<file path="src/sv/cle_pkg.sv">
// shared types and key and result codes for the console line editor
package cle_pkg;

  // control key bytes
  localparam logic [7:0] KEY_NUL    = 8'h00;
  localparam logic [7:0] KEY_DEL    = 8'h7f;
  localparam logic [7:0] KEY_CR     = 8'h0d;
  localparam logic [7:0] KEY_LF     = 8'h0a;
  localparam logic [7:0] KEY_CTRL_D = 8'h04;
  localparam logic [7:0] KEY_CTRL_U = 8'h15;
  localparam logic [7:0] KEY_CTRL_H = 8'h08;

  // request operations
  localparam logic OP_KEY  = 1'b0;
  localparam logic OP_READ = 1'b1;

  // result kinds
  localparam logic [2:0] KIND_ECHO  = 3'd0;
  localparam logic [2:0] KIND_ERASE = 3'd1;
  localparam logic [2:0] KIND_DATA  = 3'd2;
  localparam logic [2:0] KIND_EMPTY = 3'd3;
  localparam logic [2:0] KIND_EOF   = 3'd4;

  // largest erase count a result can carry
  localparam logic [7:0] ERASE_MAX = 8'd255;

  // sequencer states
  typedef enum logic {
    ST_IDLE,
    ST_RD
  } state_t;

endpackage

</file>
<file path="src/sv/cle_ram.sv">
// generic single-write single-read ram with registered read data
module cle_ram #(
  parameter int WIDTH = 8,
  parameter int DEPTH = 128
) (
  input  logic                     clk,
  input  logic                     we,
  input  logic [$clog2(DEPTH)-1:0] waddr,
  input  logic [WIDTH-1:0]         wdata,
  input  logic                     re,
  input  logic [$clog2(DEPTH)-1:0] raddr,
  output logic [WIDTH-1:0]         rdata
);

  logic [WIDTH-1:0] mem [DEPTH];

  // write port
  always_ff @(posedge clk) begin
    if (we) begin
      mem[waddr] <= wdata;
    end
  end

  // registered read port
  always_ff @(posedge clk) begin
    if (re) begin
      rdata <= mem[raddr];
    end
  end

endmodule

</file>
<file path="src/sv/console_line_editor_core.sv">
// Console line editor: canonical terminal line discipline over a ring of
// DEPTH received bytes held in a synchronous ram, with read, commit and edit
// indices kept modulo 2*DEPTH. Key requests (op 0) are edited into the
// uncommitted line and echoed; read requests (op 1) hand out committed bytes.
// A key request or a read that finds the ring empty is answered straight from
// the idle state; a read that finds data waits in the read state for the
// registered read data of the line ram. At most one result comes per request,
// held in an output register, so a new request is taken in the cycle the
// previous result leaves, but none while a read waits in the read state. Ring
// contents are not cleared at reset; only committed entries, which were
// written first, are ever read.
module console_line_editor_core #(
  parameter int DEPTH = 128
) (
  input  logic       clk,
  input  logic       rst_n,
  input  logic       in_valid,
  output logic       in_ready,
  input  logic       in_op,
  input  logic [7:0] in_key_byte,
  input  logic       in_first_of_read,
  output logic       out_valid,
  input  logic       out_ready,
  output logic [2:0] out_kind,
  output logic [7:0] out_value,
  output logic [7:0] out_erase_count,
  output logic       out_line_end
);
  import cle_pkg::*;

  localparam int AW = $clog2(DEPTH);
  localparam int IW = $clog2(2 * DEPTH);
  localparam logic [IW:0]   SPAN      = (IW + 1)'(2 * DEPTH);
  localparam logic [IW-1:0] DEPTH_I   = IW'(DEPTH);
  localparam logic [IW-1:0] DEPTH_M1  = IW'(DEPTH - 1);
  localparam logic [IW-1:0] SPAN_M1   = IW'(2 * DEPTH - 1);
  localparam logic [IW-1:0] IDX_ZERO  = '0;
  localparam logic [IW-1:0] IDX_ONE   = IW'(1);

  // ring index helpers
  function automatic logic [IW-1:0] idx_inc(input logic [IW-1:0] a);
    return (a == SPAN_M1) ? IDX_ZERO : a + IDX_ONE;
  endfunction

  function automatic logic [IW-1:0] idx_dec(input logic [IW-1:0] a);
    return (a == IDX_ZERO) ? SPAN_M1 : a - IDX_ONE;
  endfunction

  function automatic logic [IW-1:0] idx_diff(input logic [IW-1:0] a,
                                             input logic [IW-1:0] b);
    logic [IW:0] d;
    d = {1'b0, a} - {1'b0, b};
    if (d[IW]) begin
      d = d + SPAN;
    end
    return d[IW-1:0];
  endfunction

  function automatic logic [AW-1:0] idx_slot(input logic [IW-1:0] a);
    logic [IW-1:0] s;
    s = (a >= DEPTH_I) ? a - DEPTH_I : a;
    return s[AW-1:0];
  endfunction

  function automatic logic [7:0] sat_count(input logic [IW-1:0] n);
    logic [IW+7:0] w;
    w = {8'b0, n};
    return (w > (IW + 8)'(ERASE_MAX)) ? ERASE_MAX : w[7:0];
  endfunction

  state_t state_r, state_nxt;

  logic [IW-1:0] read_idx_r, read_idx_nxt;
  logic [IW-1:0] commit_idx_r, commit_idx_nxt;
  logic [IW-1:0] edit_idx_r, edit_idx_nxt;
  logic          first_r;

  logic          out_valid_r, out_valid_nxt;
  logic [2:0]    out_kind_r, out_kind_nxt;
  logic [7:0]    out_value_r, out_value_nxt;
  logic [7:0]    out_count_r, out_count_nxt;
  logic          out_lend_r, out_lend_nxt;

  logic          slot_free;
  logic          acc;
  logic          ram_we, ram_re;
  logic [AW-1:0] ram_waddr;
  logic [7:0]    ram_wdata;
  logic [7:0]    ram_rdata;

  logic [IW-1:0] uncommitted;
  logic [IW-1:0] fill;
  logic [7:0]    key_char;

  // line ring storage
  cle_ram #(
    .WIDTH(8),
    .DEPTH(DEPTH)
  ) u_line_ram (
    .clk  (clk),
    .we   (ram_we),
    .waddr(ram_waddr),
    .wdata(ram_wdata),
    .re   (ram_re),
    .raddr(idx_slot(read_idx_r)),
    .rdata(ram_rdata)
  );

  // handshake
  assign slot_free = !out_valid_r || out_ready;
  assign in_ready  = (state_r == ST_IDLE) && slot_free;
  assign acc       = in_valid && in_ready;

  assign uncommitted = idx_diff(edit_idx_r, commit_idx_r);
  assign fill        = idx_diff(edit_idx_r, read_idx_r);
  assign key_char    = (in_key_byte == KEY_CR) ? KEY_LF : in_key_byte;

  // next state
  always_comb begin
    state_nxt = state_r;
    unique case (state_r)
      ST_IDLE: begin
        if (acc && in_op == OP_READ && read_idx_r != commit_idx_r) begin
          state_nxt = ST_RD;
        end
      end
      ST_RD: begin
        if (slot_free) begin
          state_nxt = ST_IDLE;
        end
      end
      default: state_nxt = ST_IDLE;
    endcase
  end

  // request processing and result selection
  always_comb begin
    read_idx_nxt   = read_idx_r;
    commit_idx_nxt = commit_idx_r;
    edit_idx_nxt   = edit_idx_r;
    ram_we         = 1'b0;
    ram_re         = 1'b0;
    ram_waddr      = idx_slot(edit_idx_r);
    ram_wdata      = key_char;
    out_valid_nxt  = out_valid_r && !out_ready;
    out_kind_nxt   = out_kind_r;
    out_value_nxt  = out_value_r;
    out_count_nxt  = out_count_r;
    out_lend_nxt   = out_lend_r;
    unique case (state_r)
      ST_IDLE: begin
        if (acc) begin
          out_value_nxt = 8'd0;
          out_count_nxt = 8'd0;
          out_lend_nxt  = 1'b0;
          if (in_op == OP_READ) begin
            // read: empty answers at once, otherwise fetch the byte
            if (read_idx_r == commit_idx_r) begin
              out_valid_nxt = 1'b1;
              out_kind_nxt  = KIND_EMPTY;
            end else begin
              ram_re = 1'b1;
            end
          end else if (in_key_byte == KEY_CTRL_U) begin
            // kill the uncommitted line
            if (uncommitted != IDX_ZERO) begin
              edit_idx_nxt  = commit_idx_r;
              out_valid_nxt = 1'b1;
              out_kind_nxt  = KIND_ERASE;
              out_count_nxt = sat_count(uncommitted);
            end
          end else if (in_key_byte == KEY_CTRL_H || in_key_byte == KEY_DEL) begin
            // erase one byte
            if (uncommitted != IDX_ZERO) begin
              edit_idx_nxt  = idx_dec(edit_idx_r);
              out_valid_nxt = 1'b1;
              out_kind_nxt  = KIND_ERASE;
              out_count_nxt = 8'd1;
            end
          end else if (in_key_byte != KEY_NUL && fill < DEPTH_I) begin
            // store and echo, commit on line end, eof or full ring
            ram_we        = 1'b1;
            edit_idx_nxt  = idx_inc(edit_idx_r);
            if (key_char == KEY_LF || key_char == KEY_CTRL_D || fill == DEPTH_M1) begin
              commit_idx_nxt = idx_inc(edit_idx_r);
            end
            out_valid_nxt = 1'b1;
            out_kind_nxt  = KIND_ECHO;
            out_value_nxt = key_char;
          end
        end
      end
      ST_RD: begin
        // fetched byte is back from the ram
        if (slot_free) begin
          out_valid_nxt = 1'b1;
          out_count_nxt = 8'd0;
          if (ram_rdata == KEY_CTRL_D) begin
            if (first_r) begin
              read_idx_nxt = idx_inc(read_idx_r);
            end
            out_kind_nxt  = KIND_EOF;
            out_value_nxt = 8'd0;
            out_lend_nxt  = 1'b0;
          end else begin
            read_idx_nxt  = idx_inc(read_idx_r);
            out_kind_nxt  = KIND_DATA;
            out_value_nxt = ram_rdata;
            out_lend_nxt  = (ram_rdata == KEY_LF);
          end
        end
      end
      default: begin
        out_valid_nxt = out_valid_r && !out_ready;
      end
    endcase
  end

  // control registers
  always_ff @(posedge clk) begin
    if (!rst_n) begin
      state_r      <= ST_IDLE;
      read_idx_r   <= IDX_ZERO;
      commit_idx_r <= IDX_ZERO;
      edit_idx_r   <= IDX_ZERO;
      out_valid_r  <= 1'b0;
    end else begin
      state_r      <= state_nxt;
      read_idx_r   <= read_idx_nxt;
      commit_idx_r <= commit_idx_nxt;
      edit_idx_r   <= edit_idx_nxt;
      out_valid_r  <= out_valid_nxt;
    end
  end

  // payload registers
  always_ff @(posedge clk) begin
    if (acc) begin
      first_r <= in_first_of_read;
    end
    out_kind_r  <= out_kind_nxt;
    out_value_r <= out_value_nxt;
    out_count_r <= out_count_nxt;
    out_lend_r  <= out_lend_nxt;
  end

  assign out_valid       = out_valid_r;
  assign out_kind        = out_kind_r;
  assign out_value       = out_value_r;
  assign out_erase_count = out_count_r;
  assign out_line_end    = out_lend_r;

endmodule
</file>
<file path="config.mk">
export PLATFORM = sky130hd
export DESIGN_NAME = console_line_editor_core
export DESIGN_NICKNAME = d
export VERILOG_FILES = /design/src/sv/cle_pkg.sv /design/src/sv/cle_ram.sv /design/src/sv/console_line_editor_core.sv
export SDC_FILE = /design/constraint.sdc
export NUM_CORES = 1
export LEC_CHECK = 0
export BUFFER_PORTS_ARGS = -buffer_cell sky130_fd_sc_hd__buf_4
export CAP_MARGIN = 20
export CORE_MARGIN = 2
export CORE_UTILIZATION = 60
export DETAILED_ROUTE_END_ITERATION = 6
export PLACE_DENSITY_LB_ADDON = 0.25
export RECOVER_POWER = 25
export SYNTH_ARGS = -nofsm -noshare
export SYNTH_HDL_FRONTEND = slang
export SYNTH_HIERARCHICAL = 1
export SYNTH_SLANG_ARGS = --single-unit
</file>
<file path="constraint.sdc">
create_clock -name clk -period 5.8 [get_ports clk]
set_input_delay 0.87 -clock clk [delete_from_list [all_inputs] [get_ports clk]]
set_output_delay 0.87 -clock clk [all_outputs]
set_load 0.03 [all_outputs]
</file>
==> flow_summary.toml <==
[detailed_routing]
routedWlPerCell_microns = 31.0
vias = 21400
first_pass_iters = 6
routed_wirelength_mm = 97.8
via_per_inst = 6.80
drcViolationCount = 0
ant_nets = 0
dr.first_iter.drc_count = 2877

[cells_and_area]
layout_common_cells = "edfxtp_1, mux4_2, nor2_1"
drive_gt1_share_pct = 27.7
seqCellArea_sq_um = 32200
syn_to_final_growth_pct = 11.4
nFillCells = 4313
fin_nets = 2150
diodes = 0
stdcell_area_sq_um = 48100
finish.utilization_pct = 67.4
final_common_cell = "edfxtp_1"
multi_input_area_sq_um = 10500

[logic_synthesis]
synth_warnings = 6
synth_area_sq_um = 43200
syn_inst = 2026
synth_edf_count = 1053
ys_seq_area_share_pct = 74.4
ys_seq_elements = 1079
async_flop_share_pct = 0
synth_top_area_share_pct = 73.2
syn_nets = 2060
netlist-cell-type-count = 68
yosys-top-cells-area = "edfxtp_1, mux4_2, nor2_1, dfxtp_1, xnor2_1"
synthFlopType = "edfxtp_1"
avgSynthCellArea_sq_um = 21.3
yosysTopAreaCell = "edfxtp_1"

[clock_tree]
cts_tree = "done"
clock-sinks = 1079
cts_buffers = 102
cts_buffer_depth = 3
hold_buffers = 0
h-tree-depth = 3
clk_latency_ps = 670
cts.clk_slew.worst_paths_ps = 60
root_buffer = "clkbuf_16"
post_cts_resized = 0
postCtsSetupRepairBufs = 0

[worst_setup_path]
slowest_stage = "clkbuf_1"
crit_chain = "buf_4, clkbuf_1, nor3_2, inv_1, o22ai_1, and2_1"
crit_fanout = 67
cp.required_ps = 6200
critical_path_class = "input port to register"
worstPathArrival_ps = 4930
slowest_delay_ps = 2290
r2r-end = "u_line_ram/mem[42][2]"
worstSetupStartpointType = "input port"
reg2reg_depth = 12
endpoint_kind = "register"
rrSetupSlack_ps = 1440
r2r-start = "read_idx_r[3]"

[floorplanning]
die_h_microns = 272
boundaryPins = 36
floorplan.initialDensity_pct = 60.5
die_w_microns = 272
die_area_sq_um = 74100
fp-row-count = 98
core_sq_um = 71400

[sta]
maxSlewHeadroom_pct = -174
rsz0062_at_grt = "false"
fin_crit_sh_pct = 78.1
tns_ps = 0
drv_slew = 267
fmax_mhz = 221
period_needed_ps = 4530
finalHoldViolations = 0
tightest_slew_ps = 4110
setup_viol = 0
clock_skew_ps = 18.4

[min_path]
hp-start = "in_first_of_read"
hold_path_class = "input port to register"
hold_end = "first_r"
hold_depth = 1

[global_routing]
grt_pass1_wl_mm = 145
grt_max_degree = 151
grtUsageTotal_pct = 27.1
grt_pass1_vias = 21200
antenna_found_initial = 2
overflow = 0

[power]
p_leak_uw = 0.0145
power_density_nw_per_um2 = 332
ir_drop_uv = 210
totalPowerFinal_uw = 16000

[run]
max_cap_violations = 4

[placement]
placed_cell_area_sq_um = 44600
port_buffers = 35
gp_congestion = 0.892
post-dp-hpwl_mm = 57.0

[outcome]
violations = "max-capacitance violations, max-slew violations"
status = "complete, but fails checks"
==> where the power goes <==
part	leakage, uW	internal, uW	switching, uW
clock network	0.00168	3970	2850
registers	0.00970	8590	25.3
logic	0.00311	156	389
==> flip-flops by register name, indices dropped and copies added (netlist names), 3 cells and up <==
signal,cells
out_kind,3
out_erase_count,8
edit_idx_r,8
u_line_ram/mem,1024
commit_idx_r,8
read_idx_r,8
out_value,8
u_line_ram/rdata,8
==> layout make-up <==
cell class	count	area share, %
Clock buffer	119	5.53
Sequential cell	1079	66.8
Clock inverter	70	1.65
Timing Repair Buffer	97	1.62
Multi-Input combinational cell	815	21.7
Inverter	21	0.164
Tap cell	950	2.47
==> worst max-delay path: cells and delay by family <==
family	cells	cell delay, ps
buf+inv	3	3190
simple gates	2	710
compound gates	1	130
==> how the worst max path moves through the flow <==
stage	from	to	slack, ps	cells after the start
3_5_place_dp	in_key_byte[7]	u_line_ram/mem[50][6]	1350	10
2_1_floorplan	in_key_byte[3]	u_line_ram/mem[0][0]	580	4
3_3_place_gp	read_idx_r[0]	u_line_ram/rdata[6]	1490	6
4_1_cts	read_idx_r[0]	u_line_ram/rdata[6]	1470	6
5_1_grt	in_key_byte[7]	edit_idx_r[6]	840	7
6_report	in_key_byte[7]	out_erase_count[0]	1270	6
==> stage by stage <==
stage	instances	worst slack, ps	hold WS, ps
6_report	3151	1270	415
5_1_grt	3151	839	410
4_1_cts	3145	1470	367
3_5_place_dp	2956	1350	547
3_3_place_gp	2956	1490	543
2_1_floorplan	2026	579	521
==> per-layer routing <==
metal / GRT usage [%] / vias to the layer above / part of all wire (%)
li1: - / 8619 / -
met1: 41.1 / 11400 / 40
met2: 42.3 / 1272 / 48
met3: 3.78 / 147 / 9.3
met4: 7.39 / 2 / 2.3
met5: 0 / - / 0.013
==> Yosys cell counts (9+ instances only) <==
| cell type | instances |
|---|---|
| nor2_1 | 162 |
| nor2b_1 | 19 |
| a21oi_1 | 22 |
| buf_4 | 12 |
| ha_1 | 18 |
| o21ai_0 | 9 |
| dfxtp_1 | 26 |
| nand4_1 | 12 |
| buf_1 | 19 |
| nor3_1 | 19 |
| xor2_1 | 9 |
| nand3_1 | 19 |
| buf_2 | 18 |
| clkbuf_1 | 56 |
| mux4_2 | 336 |
| mux2i_1 | 13 |
| xnor2_1 | 26 |
| inv_1 | 21 |
| edfxtp_1 | 1053 |
| nand2_1 | 49 |
==> kinds of logic after synthesis <==
kind of cell             synth area share [%]
buffers and inverters                    1.38
AND/OR/NAND/NOR                          3.48
XOR/XNOR                                0.710
flip-flops                               74.4
AO/OA/AOI/OAI                            1.34
adder cells (fa/ha/maj)                 0.614
multiplexers                             18.0
Note: power is estimated with default switching activity, not from simulation.
